**src/rtl/rhtd_pkg.sv**
```systemverilog
// types, constants and modular helpers for the rolling hash trigger detector
package rhtd_pkg;

  localparam logic [30:0] KR_PRIME = 31'd1999999973;

  localparam logic [1:0] CFG_WINDOW_SIZE   = 2'd0;
  localparam logic [1:0] CFG_MODULUS       = 2'd1;
  localparam logic [1:0] CFG_INVALID_LIMIT = 2'd2;

  typedef struct packed {
    logic [7:0] symbol;
    logic       restart;
  } in_item_t;

  typedef struct packed {
    logic [30:0] hash_value;
    logic        boundary;
    logic        window_full;
    logic        rejected;
  } out_item_t;

  typedef struct packed {
    logic [7:0] symbol;
    logic       restart;
    logic       rejected;
  } work_t;

  typedef enum logic [3:0] {
    B_WEIGHT,
    B_IDLE,
    B_MUL,
    B_SUB,
    B_SHIFT,
    B_ADD,
    B_CHK,
    B_MOD,
    B_DONE
  } back_state_t;

  // sum of two residues, both below the prime
  function automatic logic [30:0] mod_add(input logic [30:0] a, input logic [30:0] b);
    logic [31:0] s;
    s = {1'b0, a} + {1'b0, b};
    if (s >= {1'b0, KR_PRIME}) s = s - {1'b0, KR_PRIME};
    return s[30:0];
  endfunction

endpackage

```
**src/rtl/rhtd_fifo.sv**
```systemverilog
// two-entry queue of packed items
module rhtd_fifo #(
  parameter int W = 8
) (
  input  logic         clk,
  input  logic         rst,
  input  logic         push,
  input  logic [W-1:0] din,
  output logic         full,
  input  logic         pop,
  output logic [W-1:0] dout,
  output logic         empty
);

  logic [W-1:0] mem [2];
  logic         wr_ptr;
  logic         rd_ptr;
  logic [1:0]   count;
  logic         do_push;
  logic         do_pop;

  assign full    = (count == 2'd2);
  assign empty   = (count == 2'd0);
  assign do_push = push && !full;
  assign do_pop  = pop && !empty;
  assign dout    = mem[rd_ptr];

  always_ff @(posedge clk) begin
    if (do_push) begin
      mem[wr_ptr] <= din;
    end
    if (rst) begin
      wr_ptr <= 1'b0;
      rd_ptr <= 1'b0;
      count  <= 2'd0;
    end else begin
      if (do_push) wr_ptr <= !wr_ptr;
      if (do_pop) rd_ptr <= !rd_ptr;
      count <= count + {1'b0, do_push} - {1'b0, do_pop};
    end
  end

endmodule

```
**src/rtl/rhtd_front.sv**
```systemverilog
// front end: uppercases and classifies symbols, queues them for the engine
module rhtd_front
  import rhtd_pkg::*;
(
  input  logic       clk,
  input  logic       rst,
  input  logic       push,
  input  in_item_t   item,
  output logic       full,
  input  logic [7:0] invalid_limit,
  input  logic       q_pop,
  output work_t      q_item,
  output logic       q_empty
);

  work_t      w;
  logic [7:0] c;

  always_comb begin
    c = item.symbol;
    if (c >= 8'd97 && c <= 8'd122) c = c - 8'd32;
    w.symbol   = c;
    w.restart  = item.restart;
    w.rejected = (c <= invalid_limit);
  end

  rhtd_fifo #(.W($bits(work_t))) u_q (
    .clk   (clk),
    .rst   (rst),
    .push  (push),
    .din   (w),
    .full  (full),
    .pop   (q_pop),
    .dout  (q_item),
    .empty (q_empty)
  );

endmodule

```
**src/rtl/rhtd_back.sv**
```systemverilog
// back end: window store, serial modular hash update and boundary check
module rhtd_back
  import rhtd_pkg::*;
#(
  parameter int WINDOW_MAX = 64
) (
  input  logic        clk,
  input  logic        rst,
  input  logic        cfg_ws_we,
  input  logic [6:0]  cfg_ws_data,
  input  logic [31:0] modulus,
  input  work_t       q_item,
  input  logic        q_empty,
  output logic        q_pop,
  output out_item_t   res,
  output logic        out_push,
  input  logic        out_full,
  output logic        idle
);

  localparam int SW = (WINDOW_MAX > 1) ? $clog2(WINDOW_MAX) : 1;
  localparam int CW = $clog2(WINDOW_MAX + 1);
  localparam int RESET_WS = (10 > WINDOW_MAX) ? WINDOW_MAX : 10;

  back_state_t state, state_next;

  logic [7:0]    mem [WINDOW_MAX];
  logic [7:0]    rd_data;
  logic [CW-1:0] wsize;
  logic [CW-1:0] fill;
  logic [CW-1:0] wcnt;
  logic [SW-1:0] slot;
  logic [30:0]   hash;
  logic [30:0]   weight;
  logic [30:0]   acc;
  logic [31:0]   rem;
  logic [32:0]   rem_sh;
  logic [4:0]    bitcnt;
  logic          oldzero;
  logic          bnd_en;
  work_t         cur;
  logic [7:0]    old_byte;
  logic [CW-1:0] ws_sat;
  logic [CW-1:0] slot_inc;
  logic          is_full;

  always_comb begin
    if (cfg_ws_data < 7'd4) ws_sat = CW'(4);
    else if (32'(cfg_ws_data) > WINDOW_MAX) ws_sat = CW'(WINDOW_MAX);
    else ws_sat = CW'(cfg_ws_data);
  end

  assign old_byte = oldzero ? 8'd0 : rd_data;
  assign slot_inc = CW'(slot) + CW'(1);
  assign is_full  = (fill >= wsize);
  assign rem_sh   = {rem, hash[5'd30 - bitcnt]};

  always_comb begin
    state_next = state;
    case (state)
      B_WEIGHT: if (wcnt == '0) state_next = B_IDLE;
      B_IDLE:   if (!q_empty) state_next = q_item.rejected ? B_DONE : B_MUL;
      B_MUL:    if (bitcnt[2:0] == 3'd7) state_next = B_SUB;
      B_SUB:    state_next = B_SHIFT;
      B_SHIFT:  if (bitcnt[2:0] == 3'd7) state_next = B_ADD;
      B_ADD:    state_next = B_CHK;
      B_CHK:    state_next = (is_full && modulus != 32'd0) ? B_MOD : B_DONE;
      B_MOD:    if (bitcnt == 5'd30) state_next = B_DONE;
      B_DONE:   if (!out_full) state_next = B_IDLE;
      default:  state_next = B_IDLE;
    endcase
    if (cfg_ws_we) state_next = B_WEIGHT;
  end

  always_comb begin
    q_pop           = (state == B_IDLE) && !q_empty;
    out_push        = (state == B_DONE) && !out_full;
    idle            = (state == B_IDLE);
    res.hash_value  = hash;
    res.boundary    = bnd_en && (rem == 32'd0);
    res.window_full = is_full;
    res.rejected    = cur.rejected;
  end

  always_ff @(posedge clk) begin
    case (state)
      B_IDLE: begin
        if (!q_empty) begin
          cur     <= q_item;
          rd_data <= mem[q_item.restart ? '0 : slot];
          oldzero <= q_item.restart || (fill < wsize);
          acc     <= '0;
          bitcnt  <= '0;
          bnd_en  <= 1'b0;
        end
      end
      B_MUL: begin
        acc    <= mod_add(mod_add(acc, acc),
                          old_byte[3'd7 - bitcnt[2:0]] ? weight : 31'd0);
        bitcnt <= bitcnt + 5'd1;
        if (bitcnt[2:0] == 3'd7) bitcnt <= '0;
      end
      B_SUB: begin
        acc <= mod_add(hash, KR_PRIME - acc);
      end
      B_SHIFT: begin
        acc    <= mod_add(acc, acc);
        bitcnt <= bitcnt + 5'd1;
      end
      B_ADD: begin
        mem[slot] <= cur.symbol;
      end
      B_CHK: begin
        rem    <= '0;
        bitcnt <= '0;
        bnd_en <= is_full && (modulus != 32'd0);
      end
      B_MOD: begin
        rem    <= (rem_sh >= {1'b0, modulus}) ? 32'(rem_sh - {1'b0, modulus})
                                                : rem_sh[31:0];
        bitcnt <= bitcnt + 5'd1;
      end
      default: begin
      end
    endcase

    if (rst) begin
      state  <= B_WEIGHT;
      wsize  <= CW'(RESET_WS);
      wcnt   <= CW'(RESET_WS - 1);
      acc    <= 31'd1;
      bitcnt <= '0;
      hash   <= '0;
      slot   <= '0;
      fill   <= '0;
      weight <= '0;
    end else begin
      state <= state_next;
      if (cfg_ws_we) begin
        wsize  <= ws_sat;
        wcnt   <= ws_sat - CW'(1);
        acc    <= 31'd1;
        bitcnt <= '0;
        hash   <= '0;
        slot   <= '0;
        fill   <= '0;
      end else begin
        case (state)
          B_WEIGHT: begin
            if (wcnt == '0) begin
              weight <= acc;
            end else begin
              acc    <= mod_add(acc, acc);
              bitcnt <= bitcnt + 5'd1;
              if (bitcnt[2:0] == 3'd7) wcnt <= wcnt - CW'(1);
            end
          end
          B_IDLE: begin
            if (!q_empty && !q_item.rejected && q_item.restart) begin
              hash <= '0;
              slot <= '0;
              fill <= '0;
            end
          end
          B_ADD: begin
            hash <= mod_add(acc, {23'd0, cur.symbol});
            slot <= (slot_inc >= wsize) ? '0 : slot + SW'(1);
            if (fill < wsize) fill <= fill + CW'(1);
          end
          default: begin
          end
        endcase
      end
    end
  end

endmodule

```
**src/rtl/rolling_hash_trigger_detector.sv**
```systemverilog
// top level of the rolling hash trigger detector
//
// Input channel: push/full carries one symbol and a restart flag per transfer.
// Result channel: empty/pop; one result per input symbol, in order, carrying
// the running Karp-Rabin hash (base 256, mod 1999999973), window_full,
// boundary and rejected.
// Config channel: cfg_valid/cfg_ready with cfg_index and cfg_data; index 0 is
// the window size, 1 the boundary modulus, 2 the invalid symbol limit.
// cfg_ready is high only while the engine is idle and no symbol is queued.
// A front stage uppercases and classifies symbols into a two-entry queue; a
// back engine works on one symbol at a time with a shared modular doubler.
// A symbol steps through MUL (old byte times weight), SUB, SHIFT (times
// 256), ADD, CHK, then, with a full window and a nonzero modulus, the
// boundary remainder (31 steps), and DONE; a rejected symbol goes straight
// to DONE. The engine takes no new symbol until the last result is pushed.
// After reset, and after each window size write, the engine computes the
// leading weight before it takes a symbol; symbols may still queue up in
// front meanwhile.
// A stalled result side fills the two-entry result queue, then the engine
// waits, then the input queue fills and full rises.
module rolling_hash_trigger_detector
  import rhtd_pkg::*;
#(
  parameter int WINDOW_MAX = 64
) (
  input  logic        clk,
  input  logic        rst,
  input  logic        push,
  input  in_item_t    item,
  output logic        full,
  input  logic        pop,
  output out_item_t   result,
  output logic        empty,
  input  logic        cfg_valid,
  output logic        cfg_ready,
  input  logic [1:0]  cfg_index,
  input  logic [31:0] cfg_data
);

  logic [31:0] modulus;
  logic [7:0]  invalid_limit;
  logic        cfg_fire;
  logic        q_pop;
  logic        q_empty;
  work_t       q_item;
  out_item_t   res;
  logic        out_push;
  logic        out_full;
  logic        idle;

  assign cfg_ready = idle && q_empty;
  assign cfg_fire  = cfg_valid && cfg_ready;

  always_ff @(posedge clk) begin
    if (rst) begin
      modulus       <= 32'd100;
      invalid_limit <= 8'd2;
    end else if (cfg_fire) begin
      if (cfg_index == CFG_MODULUS) modulus <= cfg_data;
      if (cfg_index == CFG_INVALID_LIMIT) invalid_limit <= cfg_data[7:0];
    end
  end

  rhtd_front u_front (
    .clk           (clk),
    .rst           (rst),
    .push          (push),
    .item          (item),
    .full          (full),
    .invalid_limit (invalid_limit),
    .q_pop         (q_pop),
    .q_item        (q_item),
    .q_empty       (q_empty)
  );

  rhtd_back #(.WINDOW_MAX(WINDOW_MAX)) u_back (
    .clk         (clk),
    .rst         (rst),
    .cfg_ws_we   (cfg_fire && cfg_index == CFG_WINDOW_SIZE),
    .cfg_ws_data (cfg_data[6:0]),
    .modulus     (modulus),
    .q_item      (q_item),
    .q_empty     (q_empty),
    .q_pop       (q_pop),
    .res         (res),
    .out_push    (out_push),
    .out_full    (out_full),
    .idle        (idle)
  );

  rhtd_fifo #(.W($bits(out_item_t))) u_outq (
    .clk   (clk),
    .rst   (rst),
    .push  (out_push),
    .din   (res),
    .full  (out_full),
    .pop   (pop),
    .dout  (result),
    .empty (empty)
  );

endmodule

```
**config.mk**
```make
export PLATFORM = sky130hd
export DESIGN_NAME = rolling_hash_trigger_detector
export DESIGN_NICKNAME = d
export VERILOG_FILES = /design/src/rtl/rhtd_pkg.sv /design/src/rtl/rhtd_fifo.sv /design/src/rtl/rhtd_front.sv /design/src/rtl/rhtd_back.sv /design/src/rtl/rolling_hash_trigger_detector.sv
export SDC_FILE = /design/constraint.sdc
export NUM_CORES = 2
export LEC_CHECK = 0
export BUFFER_PORTS_ARGS = -buffer_cell sky130_fd_sc_hd__buf_2
export CAP_MARGIN = 20
export CORE_MARGIN = 2
export CORE_UTILIZATION = 45
export DETAILED_ROUTE_END_ITERATION = 8
export SLEW_MARGIN = 20
export SYNTH_ARGS = -nofsm -noshare
export SYNTH_HDL_FRONTEND = slang
export SYNTH_SLANG_ARGS = --single-unit
```
**constraint.sdc**
```tcl
create_clock -name clk -period 7.4 [get_ports clk]
set_clock_uncertainty 0.15 [all_clocks]
set_input_delay 1.48 -clock clk [delete_from_list [all_inputs] [get_ports clk]]
set_output_delay 1.48 -clock clk [all_outputs]
set_load 0.03 [all_outputs]
```
==> impl.org <==
** Status
- Outcome :: completed

** Floorplanning
- The floorplan step set the die width to 317.7 microns.
- Number of cell rows :: 115
- Die Y-Extent :: 317.7 microns
- DIE AREA :: 100900 sq um
- Once the floorplan was initialized, standard cells occupied 45.20% of the core.
- Core outline area :: 97990 sq um
- Pin placement for this block handled 85 I/O pins.

** Global routing
- Largest net degree at the start of global routing :: 70
- Number of global-route vias before repair :: 31823
- Global-route congestion overflow total :: 0
- Global routing consumed, over all layers together, 23.70% of the routing resources.
- First-pass GRT wire length :: 188800 microns
- Initial antenna violation count :: 0

** Synthesis
- By area, the combinational part of the netlist is dominated by simple AND/OR/NAND/NOR gates.
- Yosys attributes the largest share of cell area to sky130_fd_sc_hd__edfxtp_1 44%, sky130_fd_sc_hd__dfxtp_1 8.1%, sky130_fd_sc_hd__nand2_1 5.5%.
- The commonest cells after synthesis are 651 x sky130_fd_sc_hd__edfxtp_1, 651 x sky130_fd_sc_hd__nand2_1, 348 x sky130_fd_sc_hd__nor2_1.
- Post-synth EDFFs :: 651
- Summing the areas of all and, or, nand and nor instances in the mapped netlist gives 16.19% of the synthesized area.
- Proportion of synthesized flip-flops having asynchronous set or reset :: 0%
- After Yosys synthesis, full adders, half adders and majority gates account for 4.131% of the synthesized area.
- Syn_nets :: 4546
- Number of warnings issued by yosys :: 0
- Summed over all instances, the cell type with the most area after synthesis is sky130_fd_sc_hd__edfxtp_1.
- Synthesized-area fraction occupied by xor and xnor cells :: 4.546%
- Synth unique cells :: 101
- Fraction of synthesized area in multiplexers :: 3.780%
- Per-instance average area after synthesis :: 10.17 sq um
- Summing every instance area after synthesis gives 44290 sq um.
- Share of the synthesized area in compound gates (AO/OA/AOI/OAI) :: 15.81%
- For this run, the register share of the synthesized area comes to 52.23%.
- Predominant post-synthesis flop cell :: sky130_fd_sc_hd__edfxtp_1
- Synthesized instance count :: 4355
- In this run, synthesis produced a sequential element count of 830.
- Of the post-synthesis cell area, the dominant cell type holds 44.14%.

** Critical path
- Element type at the critical path end :: flip-flop
- Largest fanout on the critical path :: 14
- The setup path with the least slack is of type flip-flop to flip-flop.
- Worst EP required :: 7810 ps
- Arrival time at the worst endpoint :: 7400 ps
- Crit Reg-Reg Startpoint :: u_back.acc[2]
- STA classifies the critical path startpoint as a flip-flop.
- Launching element of the worst setup path :: u_back.acc[2]

** Min path
- Launch instance of the worst min-delay path :: u_back.weight[15]
- Worst min-delay path category :: flip-flop to flip-flop

** Place
- Final Wtd Congestion :: 0.9073
- Detailed placement finished with a half-perimeter wire length of 82100 microns.
- Count of buffers inserted at the top-level ports :: 84
- Post-DP Area :: 46140 sq um
- Pre-CTS WS :: 233.4 ps

** Pwr
- Summed over all cells, the static leakage comes to 17.59 nW.
- The internal portion of the total power is 9.468 mW.
- Net switching is 34.74% of the power.
- Sequential group share of total power :: 36.6%
- Of the total power, the clock network draws 31.5%.
- Worst VDD drop :: 216.0 uV
- Combinational share of power :: 31.9%
- Power density of the placed cells :: 294.8 nW/um^2
- The analysis attributes to net switching a power of 5.040 mW.

** STA
- Summed over all failing endpoints, the final setup total negative slack is 0 ps.
- In the finished design, the share of the clock period the worst path needs comes to 94.37%.
- Minimum hold slack :: 301.2 ps
- Hold Violations, Final :: 0
- Static timing analysis puts the maximum clock frequency at 143.2 MHz.
- The worst pin sits at a relative slew slack of 25.33%.
- Post-layout min period :: 6983 ps
- Count of pins over their slew limit :: 0
- Final worst slack :: 416.9 ps
- Setup violations remaining at the end of the flow were counted as 0.
- RSZ-0062 raised after global routing :: false
- Actual slew at the worst max-slew pin :: 1116 ps

** Layout
- After routing the design area is 49220 sq um.
- For this run, the post-layout net count is 4557.
- Cells with a size suffix above 1 make up 9.822% of the layout.
- Summing all flip-flop and latch instances after layout gives 23140 sq um.
- For this run, the share of the core covered by cells in the final layout is 50.23%.
- Layout fillers :: 8882
- Area used by multi-input combinational logic :: 19850 sq um
- Relative to the synthesized area, the layout overhead comes to 11.14%.

** Detailed routing
- Vias per cell :: 5.870
- DRC Markers :: 0
- Initial DRC Count :: 3151
- Aggregate routed wire length :: 122500 microns
- Routed length per instance :: 21.39 microns
- Residual antenna-violating net count after detailed routing :: 0
- The routed layout has 33619 vias.
- The first detailed-routing pass ran for 8 iterations.

** CTS
- Root buf cell :: sky130_fd_sc_hd__clkbuf_16
- After clock tree synthesis, the clock-pin slew on the worst setup and hold paths is 60 ps.
- Number of buffers between clock root and the deepest sink :: 3
- Clock tree from TritonCTS :: yes
- The clock reaches the later pin of the worst-skew pair after 690 ps.
- CTS saw 830 sinks.
- TritonCTS created 91 clock buffers.
- Post-CTS Hold Buffers :: 0
- The H-tree was split into 3 levels.

** Flow run
- Max-cap violations in this run came to 0.
==> kinds of logic (layout without fill, tap and decap cells) <==
kind of cell | count (synthesis) | in the layout
adder cells (fa/ha/maj) | 144 | 144
other | 0 | 1
AND/OR/NAND/NOR | 1571 | 1571
flip-flops | 830 | 830
buffers and inverters | 387 | 471
AO/OA/AOI/OAI | 1049 | 1049
XOR/XNOR | 225 | 225
multiplexers | 149 | 149
==> power groups by stage <==
stage	Sequential, mW	Combinational (mW)	Clock (mW)
6_report	5.31	4.63	4.56
3_3_place_gp	5.39	4.51	0
2_1_floorplan	5.32	3.35	0
3_5_place_dp	5.40	4.52	0
5_1_grt	5.32	5.08	4.82
4_1_cts	5.30	4.56	4.64
==> flip-flops by register name, indices dropped and copies added (netlist names), 7 cells and up, named ones only <==
signal,count
u_front.u_q.mem,20
u_back.rem,32
u_back.wsize,7
invalid_limit,8
u_back.weight,31
u_back.mem,512
u_back.fill,7
u_outq.mem,68
u_back.cur,8
u_back.rd_data,8
u_back.wcnt,7
modulus,32
u_back.hash,31
u_back.acc,31
==> timing repair <==
item / 4_1_cts / 5_1_grt
endpoints found under the setup margin: 0 / 28
setup buffers: 0 / 0
gates resized for setup: 0 / 12
==> cells in the final DEF (no fill, tap or decap), types with 96 or more instances in the layout <==
cell,instances
sky130_fd_sc_hd__clkbuf_16,96
sky130_fd_sc_hd__nand2_1,647
sky130_fd_sc_hd__dfxtp_1,175
sky130_fd_sc_hd__edfxtp_1,651
sky130_fd_sc_hd__nor2_1,347
sky130_fd_sc_hd__o21ai_0,187
sky130_fd_sc_hd__a21oi_1,276
sky130_fd_sc_hd__ha_1,139
sky130_fd_sc_hd__xnor2_1,132
sky130_fd_sc_hd__inv_1,130
sky130_fd_sc_hd__nand3_1,150
==> worst paths after layout <==
check | endpoint | slack, ps | cells after the start
min | u_back.weight[15] | 300 | 2
min reg2reg | u_back.weight[15] | 300 | 2
max reg2reg | u_back.acc[8] | 420 | 27
max | u_back.acc[8] | 420 | 27
==> routing by layer <==
layer  part of all wire, %  track usage, %  vias to the layer above
met5                     0               0                        -
met4                   3.0           8.021                        0
met3                   4.9           2.586                      183
met2                    47           38.81                      992
met1                    45           32.82                    16296
li1                      -               -                    16148
==> worst max-delay path, cell delays in order (launching register included) <==
cell and delay (ps):
sky130_fd_sc_hd__dfxtp_2 420, sky130_fd_sc_hd__inv_1 100, sky130_fd_sc_hd__ha_1 200, sky130_fd_sc_hd__a211o_1 340, sky130_fd_sc_hd__and4_1 210, sky130_fd_sc_hd__or2_1 280, sky130_fd_sc_hd__a211oi_4 290, sky130_fd_sc_hd__buf_4 230
sky130_fd_sc_hd__xnor2_1 100, sky130_fd_sc_hd__buf_4 150, sky130_fd_sc_hd__fa_1 450, sky130_fd_sc_hd__a21o_1 210, sky130_fd_sc_hd__nand3_1 80, sky130_fd_sc_hd__o31ai_1 120, sky130_fd_sc_hd__nand4_1 180, sky130_fd_sc_hd__a21boi_1 110
sky130_fd_sc_hd__o31a_2 420, sky130_fd_sc_hd__o211ai_1 300, sky130_fd_sc_hd__a21boi_0 180, sky130_fd_sc_hd__a221oi_1 430, sky130_fd_sc_hd__xnor2_1 240, sky130_fd_sc_hd__a41oi_1 180, sky130_fd_sc_hd__buf_4 190, sky130_fd_sc_hd__or3_1 370
sky130_fd_sc_hd__buf_4 230, sky130_fd_sc_hd__nor4_1 350, sky130_fd_sc_hd__o32ai_1 120, sky130_fd_sc_hd__a31o_2 230
==> per-stage QoR <==
stage / total power, mW / std cells
after global placement: 9.904 / 5559
final: 14.51 / 5727
after global routing: 15.23 / 5726
after detailed placement: 9.923 / 5559
after CTS: 14.49 / 5725
after floorplan: 8.668 / 4355
==> final cells by class <==
class,count,share of cell area [%]
antenna,1,0.005084
clock buffer,119,5.199
clock inverter,47,0.9431
inverter,132,1.007
multi-input combinational,3138,40.33
sequential,830,47.01
tap,1287,3.272
timing repair buffer,173,2.232
No activity file was read; power rests on OpenSTA's default activity.
